===== config.mk =====
export PLATFORM = sky130hd
export DESIGN_NAME = cpu_tick_scheduler
export DESIGN_NICKNAME = d
export VERILOG_FILES = /design/src/cts_pkg.sv /design/src/cpu_tick_scheduler.sv /design/src/cts_cell.sv /design/src/cts_queue.sv
export VERILOG_INCLUDE_DIRS = /design/src /design/src/src
export SDC_FILE = /design/constraint.sdc
export NUM_CORES = 2
export LEC_CHECK = 0
export BUFFER_PORTS_ARGS = -buffer_cell sky130_fd_sc_hd__buf_2
export CORE_ASPECT_RATIO = 1.1
export CORE_MARGIN = 2
export CORE_UTILIZATION = 25
export CTS_BUF_LIST = sky130_fd_sc_hd__clkbuf_8
export CTS_CLUSTER_SIZE = 30
export DETAILED_ROUTE_END_ITERATION = 10
export PLACE_DENSITY = 0.46
export SLEW_MARGIN = 30
export SYNTH_ARGS = -nofsm -noshare
export SYNTH_HDL_FRONTEND = slang
export SYNTH_SLANG_ARGS = --single-unit

===== constraint.sdc =====
create_clock -name clk -period 21.2 [get_ports clk]
set_clock_uncertainty 0.1 [all_clocks]
set_input_delay 4.24 -clock clk [delete_from_list [all_inputs] [get_ports clk]]
set_output_delay 4.24 -clock clk [all_outputs]
set_load 0.01 [all_outputs]

===== src/assert_macros.svh =====
// Assertion helpers for the scheduler RTL.
// Each macro takes a label, a clock, an active-low reset and a property or condition.
`ifndef ASSERT_MACROS_SVH
`define ASSERT_MACROS_SVH
`ifndef SYNTHESIS
`define CTS_ASSERT(lbl, clk, rst_n, prop) \
	lbl: assert property (@(posedge clk) disable iff (!rst_n) prop) \
		else $error("scheduler assertion failed");
`define CTS_NEVER(lbl, clk, rst_n, cond) \
	lbl: assert property (@(posedge clk) disable iff (!rst_n) !(cond)) \
		else $error("scheduler forbidden condition seen");
`else
`define CTS_ASSERT(lbl, clk, rst_n, prop)
`define CTS_NEVER(lbl, clk, rst_n, cond)
`endif
`endif


===== src/cts_pkg.sv =====
// ----------------------------------------------------------------------------
// cts_pkg: shared types and constants of the tick scheduler
// Queue entry layout, queue write commands, policy and register codes.
// ----------------------------------------------------------------------------
package cts_pkg;

	localparam int QUEUE_DEPTH_DEF  = 16;
	localparam int COUNTER_BITS_DEF = 32;

	localparam int REM_W  = 8;
	localparam int SEQ_W  = 16;
	localparam int OUT_W  = 160;

	// register indexes on the configuration port
	localparam logic [1:0] REG_POLICY  = 2'd0;
	localparam logic [1:0] REG_QUANTUM = 2'd1;
	localparam logic [1:0] REG_SWITCH  = 2'd2;

	// scheduling policies
	localparam logic [1:0] POL_FCFS = 2'd0;
	localparam logic [1:0] POL_RR   = 2'd1;
	localparam logic [1:0] POL_SJF  = 2'd2;
	localparam logic [1:0] POL_SRTF = 2'd3;

	typedef enum logic [1:0] {
		QOP_NONE,
		QOP_APPEND,
		QOP_REMOVE
	} cts_qop_t;

	typedef struct packed {
		logic [REM_W-1:0] rem;
		logic [SEQ_W-1:0] seq;
	} cts_entry_t;

	// write command broadcast to every cell of the queue
	typedef struct packed {
		cts_qop_t   op;
		cts_entry_t data;
	} cts_wr_t;

endpackage


===== src/cpu_tick_scheduler.sv =====
// A tick passes through S_EXEC, then S_DISP when a dispatch request is made, then S_ARR
// and S_OUT, where the result is loaded, plus up to two waits for the head search to settle
// after the queue changed (before execution and dispatch).
// One tick at a time: the next is accepted once the result is loaded, so search waits and
// any stall on the full output register hold off the next tick.
// Reset (arst_n low, asynchronous) clears fill, job state, counters and registers.
// ----------------------------------------------------------------------------
// cpu_tick_scheduler: tick-driven CPU scheduler (FCFS, RR, SJF, SRTF)
// Each input beat is one tick; each tick yields one result beat.
// Queue entry contents are not cleared by reset; only written entries are read.
// ----------------------------------------------------------------------------
`include "assert_macros.svh"

module cpu_tick_scheduler #(
	parameter int QUEUE_DEPTH  = cts_pkg::QUEUE_DEPTH_DEF,
	parameter int COUNTER_BITS = cts_pkg::COUNTER_BITS_DEF
) (
	input  logic                      clk,
	input  logic                      arst_n,
	// configuration
	input  logic                      cfg_wr_en,
	input  logic [1:0]                cfg_index,
	input  logic [7:0]                cfg_data,
	// tick input
	input  logic                      s_axis_tvalid,
	output logic                      s_axis_tready,
	input  logic [7:0]                s_axis_tdata,  // burst_length
	input  logic [0:0]                s_axis_tuser,  // arrival_valid
	// result output
	output logic                      m_axis_tvalid,
	input  logic                      m_axis_tready,
	// busy_res, running_id, job_finished, job_preempted, dispatched, dispatched_id,
	// arrival_refused, assigned_id, queue_count, idle_ticks, busy_ticks,
	// switch_ticks, zero pad
	output logic [cts_pkg::OUT_W-1:0] m_axis_tdata
);
	import cts_pkg::*;

	localparam int FW = $clog2(QUEUE_DEPTH + 1);
	localparam int IW = $clog2(QUEUE_DEPTH);
	localparam logic [FW-1:0] DEPTH_F = FW'(QUEUE_DEPTH);
	localparam logic [COUNTER_BITS-1:0] CNT_MAX = '1;
	localparam logic [COUNTER_BITS-1:0] CNT_ONE = COUNTER_BITS'(1);

	typedef enum logic [2:0] {
		S_IDLE,
		S_EXEC,
		S_DISP,
		S_ARR,
		S_OUT
	} state_t;

	state_t                  state_q;
	logic [1:0]              policy_q;
	logic [7:0]              quantum_q;
	logic [7:0]              switch_q;

	logic                    arr_q;
	logic [7:0]              burst_q;

	logic [FW-1:0]           fill_q;
	logic [FW-1:0]           settle_q;
	logic [SEQ_W-1:0]        next_seq_q;
	logic                    has_cur_q;
	logic                    waiting_q;
	logic [SEQ_W-1:0]        cur_seq_q;
	logic [REM_W-1:0]        cur_total_q;
	logic [REM_W-1:0]        cur_done_q;
	logic [7:0]              delay_q;
	logic [COUNTER_BITS-1:0] idle_q;
	logic [COUNTER_BITS-1:0] busy_q;
	logic [COUNTER_BITS-1:0] sw_q;

	logic                    r_busy_q;
	logic                    r_fin_q;
	logic                    r_pre_q;
	logic                    r_disp_q;
	logic [SEQ_W-1:0]        r_disp_id_q;
	logic                    r_ref_q;
	logic [SEQ_W-1:0]        r_asg_q;

	logic                    out_valid_q;
	logic [OUT_W-1:0]        out_data_q;

	cts_wr_t                 q_wr;
	logic [IW-1:0]           q_pos;
	cts_entry_t              q_oldest;
	cts_entry_t              q_short;
	logic [IW-1:0]           q_short_pos;

	cts_entry_t              head;
	logic [IW-1:0]           head_pos;
	logic                    head_ok;
	logic                    running;
	logic [REM_W-1:0]        done_n;
	logic [REM_W-1:0]        rem_n;
	logic                    fin_c;
	logic                    stop_c;
	logic                    pre_c;
	logic [SEQ_W-1:0]        seq_n;
	logic                    refuse_c;
	logic                    out_load;

	cts_queue #(
		.QUEUE_DEPTH (QUEUE_DEPTH),
		.FW          (FW),
		.IW          (IW)
	) u_queue (
		.clk          (clk),
		.arst_n       (arst_n),
		.wr           (q_wr),
		.fill         (fill_q),
		.rm_pos       (q_pos),
		.oldest       (q_oldest),
		.shortest     (q_short),
		.shortest_pos (q_short_pos)
	);

	// head selection by policy
	always_comb begin
		if (policy_q == POL_SJF || policy_q == POL_SRTF) begin
			head     = q_short;
			head_pos = q_short_pos;
		end else begin
			head     = q_oldest;
			head_pos = '0;
		end
	end

	assign head_ok = settle_q == '0;
	assign running = has_cur_q && !waiting_q;
	assign done_n  = cur_done_q + 8'd1;
	assign rem_n   = cur_total_q - done_n;
	assign fin_c   = done_n >= cur_total_q;
	assign seq_n   = next_seq_q + 16'd1;

	// stop decision for the executing job
	always_comb begin
		stop_c = fin_c;
		if (policy_q == POL_RR && done_n >= quantum_q) begin
			stop_c = 1'b1;
		end
		if (policy_q == POL_SRTF && fill_q != '0 && q_short.rem < rem_n) begin
			stop_c = 1'b1;
		end
		pre_c = stop_c && !fin_c && (policy_q == POL_RR || policy_q == POL_SRTF);
	end

	assign refuse_c = (fill_q + FW'(running)) >= DEPTH_F;

	// queue write command for this cycle
	always_comb begin
		q_wr  = '{op: QOP_NONE, data: '0};
		q_pos = head_pos;
		unique case (state_q)
			S_EXEC: begin
				if (head_ok && running && stop_c && pre_c) begin
					q_wr = '{op: QOP_APPEND, data: '{rem: rem_n, seq: seq_n}};
				end
			end
			S_DISP: begin
				if (head_ok && fill_q != '0 && delay_q == 8'd0) begin
					q_wr.op = QOP_REMOVE;
				end
			end
			S_ARR: begin
				if (arr_q && !refuse_c) begin
					q_wr = '{op: QOP_APPEND, data: '{rem: burst_q, seq: seq_n}};
				end
			end
			default: begin
			end
		endcase
	end

	assign out_load      = state_q == S_OUT && (!out_valid_q || m_axis_tready);
	assign s_axis_tready = state_q == S_IDLE;

	// configuration registers
	always_ff @(posedge clk or negedge arst_n) begin
		if (!arst_n) begin
			policy_q  <= POL_FCFS;
			quantum_q <= 8'd5;
			switch_q  <= 8'd0;
		end else if (cfg_wr_en) begin
			unique case (cfg_index)
				REG_POLICY:  policy_q  <= cfg_data[1:0];
				REG_QUANTUM: quantum_q <= cfg_data;
				REG_SWITCH:  switch_q  <= cfg_data;
				default: begin
				end
			endcase
		end
	end

	// search settle timer: restarts whenever the queue changes
	always_ff @(posedge clk or negedge arst_n) begin
		if (!arst_n) begin
			settle_q <= '0;
		end else if (q_wr.op != QOP_NONE) begin
			settle_q <= DEPTH_F;
		end else if (settle_q != '0) begin
			settle_q <= settle_q - FW'(1);
		end
	end

	// tick sequencer and job state
	always_ff @(posedge clk or negedge arst_n) begin
		if (!arst_n) begin
			state_q     <= S_IDLE;
			arr_q       <= 1'b0;
			burst_q     <= '0;
			fill_q      <= '0;
			next_seq_q  <= '0;
			has_cur_q   <= 1'b0;
			waiting_q   <= 1'b1;
			cur_seq_q   <= '0;
			cur_total_q <= '0;
			cur_done_q  <= '0;
			delay_q     <= '0;
			idle_q      <= '0;
			busy_q      <= '0;
			sw_q        <= '0;
			r_busy_q    <= 1'b0;
			r_fin_q     <= 1'b0;
			r_pre_q     <= 1'b0;
			r_disp_q    <= 1'b0;
			r_disp_id_q <= '0;
			r_ref_q     <= 1'b0;
			r_asg_q     <= '0;
		end else begin
			unique case (state_q)
				S_IDLE: begin
					if (s_axis_tvalid) begin
						arr_q       <= s_axis_tuser[0];
						burst_q     <= s_axis_tdata;
						r_busy_q    <= 1'b0;
						r_fin_q     <= 1'b0;
						r_pre_q     <= 1'b0;
						r_disp_q    <= 1'b0;
						r_disp_id_q <= '0;
						r_ref_q     <= 1'b0;
						r_asg_q     <= '0;
						state_q     <= S_EXEC;
					end
				end
				S_EXEC: begin
					if (!running) begin
						state_q <= S_DISP;
					end else if (head_ok) begin
						r_busy_q   <= 1'b1;
						cur_done_q <= done_n;
						busy_q     <= (busy_q == CNT_MAX) ? busy_q : busy_q + CNT_ONE;
						r_fin_q    <= stop_c && fin_c;
						r_pre_q    <= pre_c;
						if (pre_c) begin
							next_seq_q  <= seq_n;
							cur_total_q <= done_n;
							fill_q      <= fill_q + FW'(1);
						end
						state_q <= stop_c ? S_DISP : S_ARR;
					end
				end
				S_DISP: begin
					if (head_ok) begin
						if (fill_q == '0) begin
							idle_q    <= (idle_q == CNT_MAX) ? idle_q : idle_q + CNT_ONE;
							waiting_q <= 1'b1;
						end else if (delay_q != 8'd0) begin
							delay_q   <= delay_q - 8'd1;
							sw_q      <= (sw_q == CNT_MAX) ? sw_q : sw_q + CNT_ONE;
							waiting_q <= 1'b1;
						end else begin
							cur_seq_q   <= head.seq;
							cur_total_q <= head.rem;
							cur_done_q  <= '0;
							has_cur_q   <= 1'b1;
							waiting_q   <= 1'b0;
							delay_q     <= switch_q;
							fill_q      <= fill_q - FW'(1);
							r_disp_q    <= 1'b1;
							r_disp_id_q <= head.seq;
						end
						state_q <= S_ARR;
					end
				end
				S_ARR: begin
					if (arr_q) begin
						if (refuse_c) begin
							r_ref_q <= 1'b1;
						end else begin
							next_seq_q <= seq_n;
							r_asg_q    <= seq_n;
							fill_q     <= fill_q + FW'(1);
						end
					end
					state_q <= S_OUT;
				end
				S_OUT: begin
					if (out_load) begin
						state_q <= S_IDLE;
					end
				end
				default: begin
					state_q <= S_IDLE;
				end
			endcase
		end
	end

	// output register
	always_ff @(posedge clk or negedge arst_n) begin
		if (!arst_n) begin
			out_valid_q <= 1'b0;
		end else if (out_load) begin
			out_valid_q <= 1'b1;
		end else if (m_axis_tready) begin
			out_valid_q <= 1'b0;
		end
	end

	always_ff @(posedge clk) begin
		if (out_load) begin
			out_data_q <= {6'd0, 32'(sw_q), 32'(busy_q), 32'(idle_q), 5'(fill_q),
				r_asg_q, r_ref_q, r_disp_id_q, r_disp_q, r_pre_q, r_fin_q,
				cur_seq_q, r_busy_q};
		end
	end

	assign m_axis_tvalid = out_valid_q;
	assign m_axis_tdata  = out_data_q;

	// checks
	`CTS_NEVER(a_fill_bound, clk, arst_n, fill_q > DEPTH_F)
	`CTS_ASSERT(a_remove_settled, clk, arst_n, (q_wr.op == QOP_REMOVE) |-> (settle_q == '0))
	`CTS_ASSERT(a_accept_exec, clk, arst_n, (s_axis_tvalid && s_axis_tready) |=> (state_q == S_EXEC))
	`CTS_NEVER(a_remove_empty, clk, arst_n, q_wr.op == QOP_REMOVE && fill_q == '0)

endmodule


===== src/cts_cell.sv =====
// ----------------------------------------------------------------------------
// cts_cell: one slot of the ready queue
// Holds one entry, shifts from its upper neighbour on removal and passes the
// running best (shortest, oldest on ties) candidate on to the next cell.
// ----------------------------------------------------------------------------
module cts_cell #(
	parameter int IDX = 0,
	parameter int FW  = 5,
	parameter int IW  = 4
) (
	input  logic                 clk,
	input  logic                 arst_n,
	input  cts_pkg::cts_wr_t     wr,
	input  logic [FW-1:0]        fill,
	input  logic [IW-1:0]        rm_pos,
	input  cts_pkg::cts_entry_t  nb_entry,
	output cts_pkg::cts_entry_t  entry,
	input  logic                 best_in_found,
	input  cts_pkg::cts_entry_t  best_in,
	input  logic [IW-1:0]        best_in_pos,
	output logic                 best_found,
	output cts_pkg::cts_entry_t  best,
	output logic [IW-1:0]        best_pos
);
	import cts_pkg::*;

	localparam logic [FW-1:0] IDX_F  = FW'(IDX);
	localparam logic [FW-1:0] IDX1_F = FW'(IDX + 1);
	localparam logic [IW-1:0] IDX_I  = IW'(IDX);

	cts_entry_t         entry_q;
	logic               best_found_q;
	cts_entry_t         best_q;
	logic [IW-1:0]      best_pos_q;
	logic               live;
	logic               take;

	// entry storage: append at the fill mark, close the gap on removal
	always_ff @(posedge clk) begin
		if (wr.op == QOP_APPEND && fill == IDX_F) begin
			entry_q <= wr.data;
		end else if (wr.op == QOP_REMOVE && IDX_I >= rm_pos && IDX1_F < fill) begin
			entry_q <= nb_entry;
		end
	end

	// strict less keeps the older entry on ties
	assign live = IDX_F < fill;
	assign take = live && (!best_in_found || entry_q.rem < best_in.rem);

	always_ff @(posedge clk or negedge arst_n) begin
		if (!arst_n) begin
			best_found_q <= 1'b0;
		end else begin
			best_found_q <= best_in_found | live;
		end
	end

	always_ff @(posedge clk) begin
		best_q     <= take ? entry_q : best_in;
		best_pos_q <= take ? IDX_I : best_in_pos;
	end

	assign entry      = entry_q;
	assign best_found = best_found_q;
	assign best       = best_q;
	assign best_pos   = best_pos_q;

endmodule


===== src/cts_queue.sv =====
// ----------------------------------------------------------------------------
// cts_queue: ready queue as a row of cells
// Entry 0 is the oldest; the best candidate ripples one cell per cycle and
// leaves the last cell once it has passed through every cell since the queue last changed.
// ----------------------------------------------------------------------------
module cts_queue #(
	parameter int QUEUE_DEPTH = cts_pkg::QUEUE_DEPTH_DEF,
	parameter int FW          = $clog2(QUEUE_DEPTH + 1),
	parameter int IW          = $clog2(QUEUE_DEPTH)
) (
	input  logic                 clk,
	input  logic                 arst_n,
	input  cts_pkg::cts_wr_t     wr,
	input  logic [FW-1:0]        fill,
	input  logic [IW-1:0]        rm_pos,
	output cts_pkg::cts_entry_t  oldest,
	output cts_pkg::cts_entry_t  shortest,
	output logic [IW-1:0]        shortest_pos
);
	import cts_pkg::*;

	cts_entry_t         ent   [QUEUE_DEPTH+1];
	logic               bfnd  [QUEUE_DEPTH+1];
	cts_entry_t         bent  [QUEUE_DEPTH+1];
	logic [IW-1:0]      bpos  [QUEUE_DEPTH+1];

	// chain ends
	assign ent[QUEUE_DEPTH] = '0;
	assign bfnd[0]          = 1'b0;
	assign bent[0]          = '0;
	assign bpos[0]          = '0;

	for (genvar i = 0; i < QUEUE_DEPTH; i++) begin : g_cell
		cts_cell #(
			.IDX (i),
			.FW  (FW),
			.IW  (IW)
		) u_cell (
			.clk           (clk),
			.arst_n        (arst_n),
			.wr            (wr),
			.fill          (fill),
			.rm_pos        (rm_pos),
			.nb_entry      (ent[i+1]),
			.entry         (ent[i]),
			.best_in_found (bfnd[i]),
			.best_in       (bent[i]),
			.best_in_pos   (bpos[i]),
			.best_found    (bfnd[i+1]),
			.best          (bent[i+1]),
			.best_pos      (bpos[i+1])
		);
	end

	assign oldest       = ent[0];
	assign shortest     = bent[QUEUE_DEPTH];
	assign shortest_pos = bpos[QUEUE_DEPTH];

endmodule

# After elaboration in Yosys (flattened, before gate mapping)
# Cells that the tools add are included.
[word_totals]
reg_bits = 1218
word_cells = 531
input_bits = 24
output_inout_bits = 162
[op_classes]
n_addsub = 11
muxes = 121
order_cmp = 52
bitwise_logic = 19
n_eq_ne = 41
n_reduce_logical = 166
[ops]
columns = ["op", "n"]
rows = [
  ["$mux 24", 48],
  ["$mux 16", 9],
  ["$lt 8x8->1", 16],
  ["$add 32x1->32 const B", 3],
  ["$eq 32x32->1 const B", 3],
  ["$mux 8", 12],
  ["$pmux 16 s2", 3],
  ["$logic_and 1x1->1", 77],
  ["$mux 25", 2],
  ["$mux 5", 10],
  ["$pmux 24 s2", 1],
  ["$reduce_bool 2->1", 24],
  ["$eq 5x4->1 const B", 8],
  ["$lt 4x5->1 const A", 8],
  ["$ge 4x4->1 const A", 8],
  ["$pmux 8 s2", 2],
  ["$reduce_and 4->1", 7],
  ["$ne 2x2->1 const B", 11],
  ["$eq 5x3->1 const B", 4],
  ["$lt 3x5->1 const A", 4],
  ["$logic_not 1->1", 19],
  ["$mux 1", 19],
  ["$logic_or 1x1->1", 18],
  ["$add 16x1->16 const B", 1],
  ["44 further kinds", 93],
]

# Depth between registers and ports, before layout
[logic_depth]
ltp_word = 15
ltp_mapped = 21
depth_no_buf = 18

# Hierarchy
# A second synthesis with hierarchy kept.
[unflattened]
cells_unflattened = 4218
hier_area_um2 = 54984.0
[modules_own_cells]
columns = ["module", "instances", "seq_area_each_um2", "cells_each", "area_each_um2"]
rows = [
  ["cpu_tick_scheduler", 1, 10433.8, 1441, 17221.5],
  ["cts_cell (u_queue.g_cell[3].u_cell)", 1, 1306.3, 262, 2959.1],
  ["cts_cell (u_queue.g_cell[11].u_cell)", 1, 1306.3, 261, 2866.5],
  ["cts_cell (u_queue.g_cell[5].u_cell)", 1, 1306.3, 261, 2800.2],
  ["cts_cell (u_queue.g_cell[1].u_cell)", 1, 1306.3, 263, 2762.6],
  ["cts_cell (u_queue.g_cell[15].u_cell)", 1, 1306.3, 142, 2219.6],
  ["cts_cell (u_queue.g_cell[7].u_cell)", 1, 1306.3, 141, 2214.6],
  ["cts_cell (u_queue.g_cell[10].u_cell)", 1, 1306.3, 146, 2207.1],
  ["cts_cell (u_queue.g_cell[4].u_cell)", 1, 1306.3, 148, 2204.6],
  ["cts_cell (u_queue.g_cell[9].u_cell)", 1, 1306.3, 145, 2204.6],
  ["cts_cell (u_queue.g_cell[12].u_cell)", 1, 1306.3, 145, 2199.6],
  ["cts_cell (u_queue.g_cell[13].u_cell)", 1, 1306.3, 144, 2194.6],
  ["cts_cell (u_queue.g_cell[6].u_cell)", 1, 1306.3, 144, 2190.9],
  ["cts_cell (u_queue.g_cell[0].u_cell)", 1, 1306.3, 142, 2189.6],
  ["+4 rows", "n/a", "n/a", "n/a", "n/a"],
]

# Worst setup path after synthesis
# OpenSTA, ideal clock, no wires.
[synth_path]
kind = "input to register"
start = "input port m_axis_tready"
end = "register out_data_q[0] (netlist: m_axis_tdata[0]) (enable)"
setup_ps = 533
path_stages = 2
required_ps = 20567
arrival_ps = 7940
path_slack_ps = 12627
n_path_buf = 0
cell_sequence = "nand2b_1 > and3_1"
[synth_via]
elab_chain_len = 2
[synth_lines]
columns = ["element", "line", "text"]
rows = [
  ["from (decl)", "cpu_tick_scheduler.sv:31", "input logic m_axis_tready,"],
  ["$logic_or 1x1->1", "cpu_tick_scheduler.sv:176", "assign out_load = state_q == S_OUT && (!out_valid_q || m_axis_tready);"],
  ["$logic_and 1x1->1", "cpu_tick_scheduler.sv:176", ""],
  ["net out_load", "cpu_tick_scheduler.sv:102", "logic out_load;"],
  ["to (signal assigned)", "cpu_tick_scheduler.sv:324", "out_data_q <= {6'd0, 32'(sw_q), 32'(busy_q), 32'(idle_q), 5'(fill_q),"],
  ["to (decl)", "cpu_tick_scheduler.sv:83", "logic [OUT_W-1:0] out_data_q;"],
]
# The timed path passes the listed nets, and every way through them passes these cells.
# A chain may end at the register's enable or synchronous reset.

# Worst setup path in the final report
[layout_path]
start = "register cur_done_q[0]"
end = "register u_queue.g_cell[15].u_cell.entry_q, in the netlist u_queue.g_cell[15].u_cell.entry[8] (enable)"
[layout_via]
elab_chain_len = 14
elab_cells_between_ends = 22
cone_classes = "add/sub: 2; order compare: 3; eq/ne: 2; mux: 4; reduce/logical: 11"
[layout_lines]
columns = ["element", "line", "text"]
rows = [
  ["from (decl)", "cpu_tick_scheduler.sv:68", "logic [REM_W-1:0] cur_done_q;"],
  ["from (signal assigned)", "cpu_tick_scheduler.sv:252", "cur_done_q <= done_n;"],
  ["$add 8x1->8 *", "cpu_tick_scheduler.sv:132", "assign done_n = cur_done_q + 8'd1;"],
  ["$sub 8x8->8 / $ge 8x8->1 (equally long branches)", "cpu_tick_scheduler.sv:133, cpu_tick_scheduler.sv:140", ""],
  ["$lt 8x8->1 / $logic_and 1x1->1 (equally long branches)", "cpu_tick_scheduler.sv:143, cpu_tick_scheduler.sv:140", ""],
  ["$logic_and 1x1->1 / $mux 1 (equally long branches)", "cpu_tick_scheduler.sv:143, cpu_tick_scheduler.sv:140", ""],
  ["$mux 1", "cpu_tick_scheduler.sv:143", "if (policy_q == POL_SRTF && fill_q != '0 && q_short.rem < rem_n) begin"],
  ["$logic_and 1x1->1 (2 in series)", "cpu_tick_scheduler.sv:146", "pre_c = stop_c && !fin_c && (policy_q == POL_RR || policy_q == POL_SRTF);"],
  ["$logic_and 1x1->1 *", "cpu_tick_scheduler.sv:157", "if (head_ok && running && stop_c && pre_c) begin"],
  ["$mux 25 *", "cpu_tick_scheduler.sv:157", ""],
  ["$pmux 2 s3 *", "cpu_tick_scheduler.sv:155", "unique case (state_q)"],
  ["$eq 2x2->1", "cts_cell.sv:42", "end else if (wr.op == QOP_REMOVE && IDX_I >= rm_pos && IDX1_F < fill) begin"],
  ["$logic_and 1x1->1 (2 in series)", "cts_cell.sv:42", ""],
  ["$reduce_bool 2->1 (no source line) *", "n/a", ""],
  ["to (signal assigned)", "cts_cell.sv:41", "entry_q <= wr.data;"],
  ["to (signal assigned)", "cts_cell.sv:43", "entry_q <= nb_entry;"],
  ["to (decl)", "cts_cell.sv:31", "cts_entry_t entry_q;"],
]
# Mark *: on every way between the ends. The rest lies on a longest branch, timed or not.

==> results by group <==
Timing
  – Tcrit/Tclk final: 30.9%
  – RSZ-0062 raised after global routing: false
  – Slew @ Worst Pin: 1000 ps
  – Crit path time final: 6560 ps
  – Relative slew slack: 32.9%
  – Fmax: 152 MHz
  – Final Hold Viols: 0
  – Final number of setup-violating endpoints: 0
  – Final setup TNS: 0 ps
  – Worst setup margin: 14640 ps
  – Max Transition Viols Final: 0

Critical path
  – Max FO, Critical Path: 57
  – Worst EP required: 21670 ps
  – Crit. End Element: register
  – CP peak stage delay: 970 ps
  – Slowest CP cell: or4_2
  – Crit path kind: register to register
  – Most frequent cell on the critical path: buf_4
  – CP Cell Sequence: ha_1 -> inv_1 -> fa_1 -> maj3_2 -> maj3_2 -> a32o_1 -> xnor2_1 -> ha_1 -> a21oi_1 -> nand2_1 -> a2111oi_0 -> o21ai_0 -> a31oi_1 -> a31oi_4 -> buf_4 -> buf_4 -> or4_2 -> o21ai_2 -> buf_4
  – Worst path arrival time: 7030 ps
  – Crit path launch type: register

Floorplan
  – Number of cell rows: 171
  – Die Span Y: 472 um
  – Die ar.: 0.203 mm2
  – CORE AREA: 0.198 mm2
  – I/O pins: 186
  – Initial cell density of the core: 25.2%
  – Die W: 430 um

Synthesis
  – Synth warnings: 0
  – Post-Syn Area: 0.0498 mm2
  – Asr flop ratio synth: 20.3%
  – Post-synth cell types: 80
  – Commonest cells in the netlist: 579 x mux2_2, 538 x edfxtp_1, 433 x dfxtp_1, 244 x dfrtp_1, 161 x nand2_1
  – Avg Cell Area, Syn: 14.2 um2
  – Number of synthesized flops with an enable pin: 538
  – Main area contributors after synthesis: edfxtp_1 32%, dfxtp_1 17%, mux2_2 13%
  – #FFs+latches synth: 1218
  – Post-synth top area share: 32.4%
  – Register area share after synthesis: 62.3%
  – Top FF cell, synth: edfxtp_1
  – Top-count cell post-synth: mux2_2
  – Mapped Cells: 3496
  – Leading area contributor after synthesis: edfxtp_1

Route
  – Routed WL per cell: 20.1 um
  – Drt pass-1 iters: 5
  – Iteration-0 DRC Markers: 1405
  – Routed WL: 133000 um
  – DR vias/cell: 4.27
  – # DRC: 0
  – Vias: 28100
  – DRT antenna net count: 0

Finish
  – Synthesis-to-layout area growth: 16.6%
  – Fin area: 0.0581 mm2
  – Layout cells sized above 1: 32.1%
  – Post-Route Utilization: 29.4%
  – Fin nets: 3964
  – Fillers: 20100

Pwr
  – Worst VDD drop: 50.6 uV
  – Switching Fraction: 31.6%
  – Comb pwr share: 25.9%
  – Internal cell power: 4910 uW
  – Clock share of power: 28.3%
  – LEAKAGE: 0.0235 uW
  – Reg power frac: 45.8%
  – NetSw: 2270 uW
  – Final Power: 7170 uW
  – PD cells: 124 mW/mm2

CTS
  – Max clock buf depth: 3
  – Clock transition at path regs: 60 ps
  – CTS tree: done
  – Post CTS Setup Buffer Count: 0
  – Clk Tree Root Cell: clkbuf_8
  – H-tree Lvls: 4
  – Clock Sinks: 1218
  – CTS Buf Count: 202
  – Clk Latency, worst-skew pair: 920 ps
  – Post-cts resize count: 0
  – CTS Hold Bufs: 0

Placed design
  – Final RePlAce weighted congestion: 0.789
  – DP Worst Slack: 14490 ps
  – Detailed placer's ending HPWL: 88400 um
  – Placed instance area: 0.0540 mm2
  – I/O Buffers: 179

Global routing
  – Largest net degree at the start of global routing: 77
  – Total congestion overflow: 0
  – Vias in the first global route: 29800
  – GRT Total Usage: 12.9%
  – Global-route wire length before repair: 197000 um
  – Initial antenna violation count: 15

Flow run
  – Max-Cap Viols: 0

Status
  – Status: finished, final reports clean

Worst hold path
  – Worst Hold Class: register to register
logic make-up after synthesis:
group	after synthesis	synth area share [%]
buffers and inverters	291	2.74
AOI/OAI and AO/OA	317	4.03
other	1	0.00753
muxes	779	18.4
adders and majority gates	137	3.45
and+or+nand+nor	612	6.57
DFF	1218	62.3
xor gates and xnor gates	141	2.55
through the flow:
step	hold WS (ps)	std cells
floorplan	286	3501
global placement	289	6191
detailed placement	292	6193
CTS	307	6577
global route	316	6583
finish	301	6584
layer usage:
metal | global-route usage, % | vias up | share of wire, %
met1 | 16.0 | 14000 | 44
met5 | 0 | - | 0.069
met2 | 22.3 | 583 | 50
li1 | - | 13300 | -
met4 | 4.35 | 14 | 2.7
met3 | 2.67 | 232 | 4.0
worst max-delay path: cells and delay by family (launching register included):
family                     cells  cell delay, ps
AOI/OAI and AO/OA              7            1510
adders and majority gates      5            1780
and+or+nand+nor                2            1030
buffers and inverters          4            1070
DFF                            1             450
xor gates and xnor gates       1             240
final cells by class:
| type | instances | area (um2) | share of cell area (%) |
|---|---|---|---|
| tap | 2595 | 3250 | 5.59 |
| clock inverter | 159 | 871 | 1.50 |
| sequential | 1218 | 31000 | 53.4 |
| antenna | 4 | 10.0 | 0.0172 |
| inverter | 138 | 518 | 0.892 |
| clock buffer | 225 | 3100 | 5.33 |
| multi-input combinational | 1992 | 17800 | 30.6 |
| timing repair buffer | 253 | 1540 | 2.65 |
flip-flops by register name (all words and copies together) (netlist names), 2 cells and up:
name and flops:
u_queue.g_cell.u_cell.best 384, u_queue.g_cell.u_cell.entry 384, m_axis_tdata 154, u_queue.g_cell.u_cell.best_pos 49, busy_q 32, idle_q 32
sw_q 32, cur_seq_q 16, next_seq_q 16, r_asg_q 16, r_disp_id_q 16, u_queue.g_cell.u_cell.best_found 15
burst_q 8, cur_done_q 8, cur_total_q 8, delay_q 8, quantum_q 8, switch_q 8
fill_q 5, settle_q 5, state_q 3, policy_q 2
worst paths after layout:
kind / slack (ps) / start / to / depth (start not counted)
hold / removal: 300 / u_queue.g_cell[12].u_cell.best_pos[0] / u_queue.g_cell[13].u_cell.best_pos[0] / 1
setup / recovery: 14640 / cur_done_q[0] / u_queue.g_cell[15].u_cell.entry[8] / 19
setup reg to reg: 14640 / cur_done_q[0] / u_queue.g_cell[15].u_cell.entry[8] / 19
max in group asynchronous: 15680 / arst_n / r_disp_id_q[11] / 3
min in group asynchronous: 3190 / arst_n / idle_q[5] / 1
hold reg to reg: 300 / u_queue.g_cell[12].u_cell.best_pos[0] / u_queue.g_cell[13].u_cell.best_pos[0] / 1
placed cells by master, fill, tap and decap left out, types with 30 or more instances in the layout:
cell | netlist | routed
a21oi_1 | 56 | 56
o21ai_0 | 97 | 86
buf_4 | 20 | 68
dfxtp_1 | 433 | 433
dfrtp_1 | 244 | 243
nor3_1 | 43 | 42
ha_1 | 134 | 134
edfxtp_1 | 538 | 538
nand2_1 | 161 | 158
mux2_1 | 73 | 73
inv_1 | 138 | 226
mux2_2 | 579 | 579
nand4_1 | 30 | 30
a21o_1 | 52 | 52
and2_1 | 55 | 55
xnor2_1 | 102 | 102
clkinv_1 | 0 | 32
nand2b_1 | 79 | 79
nor2_1 | 73 | 71
buf_2 | 25 | 178
xor2_1 | 35 | 35
clkbuf_8 | 0 | 225
nand3_1 | 65 | 65
mux2_4 | 106 | 106
power by group through the flow:
stage	Clock [uW]	Combinational [uW]	Sequential, uW
2_1_floorplan	0	1280	3200
3_3_place_gp	0	1870	3340
3_5_place_dp	0	1880	3330
4_1_cts	2100	1900	3300
5_1_grt	2220	2040	3340
6_report	2030	1860	3290
(Power assumes the default switching activity.)
